`src/hw/rtl/rbsi_pkg.sv`:
```
// Shared constants and types for the ray versus box slab intersection unit.
// Used by the configuration registers, the divider pipeline and the top level.
package rbsi_pkg;

    localparam int DIR_W    = 32;
    localparam int DIR_FRAC = 30;
    localparam int REM_W    = 32;

    localparam logic [2:0] REG_MIN_X = 3'd0;
    localparam logic [2:0] REG_MIN_Y = 3'd1;
    localparam logic [2:0] REG_MIN_Z = 3'd2;
    localparam logic [2:0] REG_MAX_X = 3'd3;
    localparam logic [2:0] REG_MAX_Y = 3'd4;
    localparam logic [2:0] REG_MAX_Z = 3'd5;

    typedef struct packed {
        logic neg;
        logic dzero;
        logic nzero;
        logic npos;
    } t_div_flags;

endpackage

```
`src/hw/rtl/rbsi_cfg.sv`:
```
// Box corner registers behind an APB-style port.
// Depends on rbsi_pkg for the register indexes.
module rbsi_cfg #(
    parameter int CW        = 32,
    parameter int FRAC_BITS = 16
) (
    input  logic                          i_clk,
    input  logic                          i_rst_n,
    input  logic                          psel,
    input  logic                          penable,
    input  logic                          pwrite,
    input  logic [((CW > 32) ? 6 : 5)-1:0] paddr,
    input  logic [((CW > 32) ? 64 : 32)-1:0] pwdata,
    output logic [((CW > 32) ? 64 : 32)-1:0] prdata,
    output logic                          pready,
    output logic signed [CW-1:0]          o_box_min [3],
    output logic signed [CW-1:0]          o_box_max [3]
);
    localparam int PW = (CW > 32) ? 64 : 32;
    localparam int AW = (CW > 32) ? 6 : 5;
    localparam int SH = (CW > 32) ? 3 : 2;
    localparam logic [CW-1:0] ONE = CW'(1) << FRAC_BITS;

    logic signed [CW-1:0] r_min [3];
    logic signed [CW-1:0] r_max [3];
    logic [2:0] idx;
    logic       wr;

    assign idx    = paddr[AW-1:SH];
    assign wr     = psel && penable && pwrite;
    assign pready = 1'b1;

    always_ff @(posedge i_clk) begin
        if (!i_rst_n) begin
            for (int a = 0; a < 3; a++) begin
                r_min[a] <= -ONE;
                r_max[a] <= ONE;
            end
        end else if (wr) begin
            unique case (idx)
                rbsi_pkg::REG_MIN_X: r_min[0] <= pwdata[CW-1:0];
                rbsi_pkg::REG_MIN_Y: r_min[1] <= pwdata[CW-1:0];
                rbsi_pkg::REG_MIN_Z: r_min[2] <= pwdata[CW-1:0];
                rbsi_pkg::REG_MAX_X: r_max[0] <= pwdata[CW-1:0];
                rbsi_pkg::REG_MAX_Y: r_max[1] <= pwdata[CW-1:0];
                rbsi_pkg::REG_MAX_Z: r_max[2] <= pwdata[CW-1:0];
                default: ;
            endcase
        end
    end

    always_comb begin
        unique case (idx)
            rbsi_pkg::REG_MIN_X: prdata = PW'(r_min[0]);
            rbsi_pkg::REG_MIN_Y: prdata = PW'(r_min[1]);
            rbsi_pkg::REG_MIN_Z: prdata = PW'(r_min[2]);
            rbsi_pkg::REG_MAX_X: prdata = PW'(r_max[0]);
            rbsi_pkg::REG_MAX_Y: prdata = PW'(r_max[1]);
            rbsi_pkg::REG_MAX_Z: prdata = PW'(r_max[2]);
            default:             prdata = '0;
        endcase
    end

    assign o_box_min = r_min;
    assign o_box_max = r_max;

endmodule

```
`config.mk`:
```
export PLATFORM = sky130hd
export DESIGN_NAME = rbsi_cfg
export DESIGN_NICKNAME = d
export VERILOG_FILES = /design/src/hw/rtl/rbsi_pkg.sv /design/src/hw/rtl/rbsi_cfg.sv
export SDC_FILE = /design/constraint.sdc
export NUM_CORES = 1
export LEC_CHECK = 0
export BUFFER_PORTS_ARGS = -buffer_cell sky130_fd_sc_hd__clkbuf_2
export CORE_MARGIN = 2
export CORE_UTILIZATION = 47
export DETAILED_ROUTE_END_ITERATION = 16
export GPL_TIMING_DRIVEN = 0
export HOLD_SLACK_MARGIN = 0.15
export PLACE_DENSITY = 0.77
export SKIP_CTS_REPAIR_TIMING = 1
export SYNTH_ARGS = -nofsm -noshare
export SYNTH_HDL_FRONTEND = slang
export SYNTH_SLANG_ARGS = --single-unit
```
`constraint.sdc`:
```
create_clock -name i_clk -period 1.55 [get_ports i_clk]
set_input_delay 0.31 -clock i_clk [delete_from_list [all_inputs] [get_ports i_clk]]
set_output_delay 0.31 -clock i_clk [all_outputs]
set_load 0.03 [all_outputs]
```
==> impl_metrics.csv <==
group,metric,value,unit
setup_path,critPathRequiredTime,1.24,ns
synth,yosys.area_share.simple,0.119,
synth,synthXorXnorAreaFrac,0,
grt,grt_pass1_vias,8436,
clock_network,cts.clk_slew.worst_paths,0.08,ns
setup_path,path_max_fanout,3,
route,drt_wl_total,36700,um
synth,synth.most_common_cell,"dfxtp_1",
layout,layout-drive-gt1-share,0.481,
sta,grt_setup_unrepaired,"true",
route,drt_iter0_drc,817,
clock_network,clkSinkCount,192,
setup_path,start_kind,"flop",
floorplan,initial_utilization,0.484,
layout,diodes,0,
sta,setup_viol_count_final,33,
floorplan,design.core.area,18100,um2
layout,final_util,0.708,
floorplan,rows,49,
layout,syn2layout_area_growth,46.4,%
synth,yosys_register_bits,192,
synth,synth_compound_area_frac,0.131,
pwr,leakage,5.39,nW
setup_path,critPathKind,"flop to output pin",
route,routedWlPerCell,24.5,um
floorplan,fp.dieW,141,um
floorplan,die_h,141,um
grt,use_met1,0.434,
sta,clock.fmax,518,MHz
synth,synth_fp_nets,963,
sta,worst-slew-pin-transition,0.748,ns
layout,nFillCells,1326,
sta,hold_violations,0,
grt,grtUsageTotal,0.344,
route,via_per_inst,6.11,
sta,slew_violations,0,
layout,final_area,12800,um2
synth,async_flop_share,0,
synth,yosys_warnings,0,
synth,synth_top_area_share,0.438,
grt,met2_usage,0.566,
synth,netlist_top_cells_area,"dfxtp_1 (44%), mux2i_1 (17%), mux2_2 (7.7%), nand2_1 (7.5%), a22oi_1 (3.7%)",
place,portBuffers,261,
floorplan,die_area,19800,um2
synth,synthDistinctLibCells,36,
route,drt_first_pass_iters,5,
grt,grt.busiest_layer,"met2",
place,dp_hpwl,24200,um
grt,grt_overflow,0,
clock_network,clockBufferDepth,2,
sta,relSlewSlack,0.502,
sta,finalCritPeriodShare,1.25,
synth,syn_area,8780,um2
grt,grt_pass1_wl,51200,um
pwr,fin_total_pwr,11.0,mW
pwr,power_density,858,nW/um2
clock_network,htree_levels,4,
grt,grt_use_met3,0.0873,
floorplan,io_pins,267,
sta,fin_skew,0,ns
clock_network,cts_root_buffer,"clkbuf_16",
clock_network,clk_latency,0.44,ns
synth,yosysSeqAreaShare,0.438,
grt,antenna_found_initial,0,
synth,syn_area_per_cell,9.53,um2
grt,grt_max_degree,17,
place,placed_area,11000,um2
clock_network,tritoncts,"built",
sta,fin_crit,1.93,ns
run_status,outcome,"finished with violations",
clock_network,cts_buffers,17,
pwr,ir_worst_vdd,0.847,mV
place,pre_cts_ws,-0.557,ns
route,vias,9144,
run_status,violations,"setup timing",
synth,muxShareOfSynthArea,0.250,
run,max_cap_viol_count,0,
synth,synth_fa_ha_area_frac,0,
min_path,min_path_type,"input pin to flop",
layout,final_nets,1296,
synth,synth_top_family_by_area,"multiplexers",
synth,synthFlopType,"dfxtp_1",
synth,ys_top_cells_by_count,"dfxtp_1 (192), nand2_1 (176), mux2i_1 (149)",
route,drc,0,
setup_path,arrival,1.62,ns
sta,setup_ws,-0.380,ns
synth,netlist_instances,921,
synth,synth-edff-count,0,
place,gp_congestion,0.917,
setup_path,worst_setup_path_end_kind,"output pin",
synth,synth.largest_area_cell,"dfxtp_1",
route,postRouteAntennaNets,0,
[cell type report]
class                      instances  area, um2  area share
timing repair buffer             315       1990       0.155
inverter                          32        120     0.00935
multi-input combinational        612       5290       0.411
clock buffer                      21        470      0.0366
clock inverter                    11        105     0.00818
sequential                       192       3910       0.304
tap                              229        287      0.0223
buffer                            84        686      0.0534
[path summary, 6_finish.rpt]
check / cells after the start / slack (ns) / startpoint / endpoint
hold reg to reg: 2 / 0.47 / o_box_min[64] / o_box_min[64]
hold / removal: 3 / 0.15 / pwdata[20] / o_box_min[20]
setup / recovery: 3 / -0.38 / o_box_max[73] / prdata[9]
setup reg to reg: 3 / 0.69 / o_box_min[19] / o_box_min[19]
[cell families (layout without fill, tap and decap cells)]
family / count (synthesis) / in the layout
mux: 210 / 210
compound gates: 168 / 168
simple gates: 233 / 233
other cells: 1 / 1
buf+inv: 117 / 463
flops: 192 / 192
[cell usage in the layout, fill, tap and decap left out, types with 5 or more instances in the layout]
master     netlist  layout
buf_4           10      60
clkbuf_16        0      20
mux2i_1        149     146
clkbuf_4         0       6
mux2_2          60      38
a221oi_4         0      13
buf_6            6      41
o21ai_0         17      17
nand2_1        176     172
clkbuf_2         0     231
dfxtp_2          0      49
clkbuf_1        40      32
o211ai_1        16      16
nand2b_1        18      17
dfxtp_1        192     143
buf_12           0      12
a31oi_1         15      15
clkbuf_8         0       5
o311ai_0        15      15
a22oi_2          0      39
o22ai_2          0      14
inv_1           32      31
a21oi_4          0      13
a21oi_1         30      17
buf_2           23       7
nand3_1         20      20
mux2_4           0      22
[worst max-delay path, cell delays in order (launching register included)]
cell,delay (ns)
dfxtp_2,0.34
mux4_2,0.47
a22o_1,0.21
buf_6,0.14
[sequential cells by signal (all words and copies together) (netlist names)]
register   count
o_box_min     96
o_box_max     96
[report_power, final]
part	total, mW	internal, mW	switching [mW]
clock	4.42	2.36	2.06
combinational	1.59	0.577	1.01
sequential	5.01	4.97	0.0412
total	11.0	7.91	3.12
[through the flow]
stage / hold WS [ns] / instances / TNS (ns)
2_1_floorplan: 0.458 / 921 / -0.511
3_3_place_gp: 0.454 / 1411 / -58.48
3_5_place_dp: 0.463 / 1411 / -64.22
4_1_cts: 0.147 / 1443 / -15.45
5_1_grt: 0.167 / 1496 / -9.62
6_report: 0.147 / 1496 / -8.82
[per-layer routing]
| metal | up-vias | part of all wire |
|---|---|---|
| li1 | 3934 | - |
| met1 | 4441 | 0.39 |
| met2 | 642 | 0.47 |
| met3 | 127 | 0.11 |
| met4 | 0 | 0.039 |
| met5 | - | 0 |
Power figures use the tool's default switching activity.
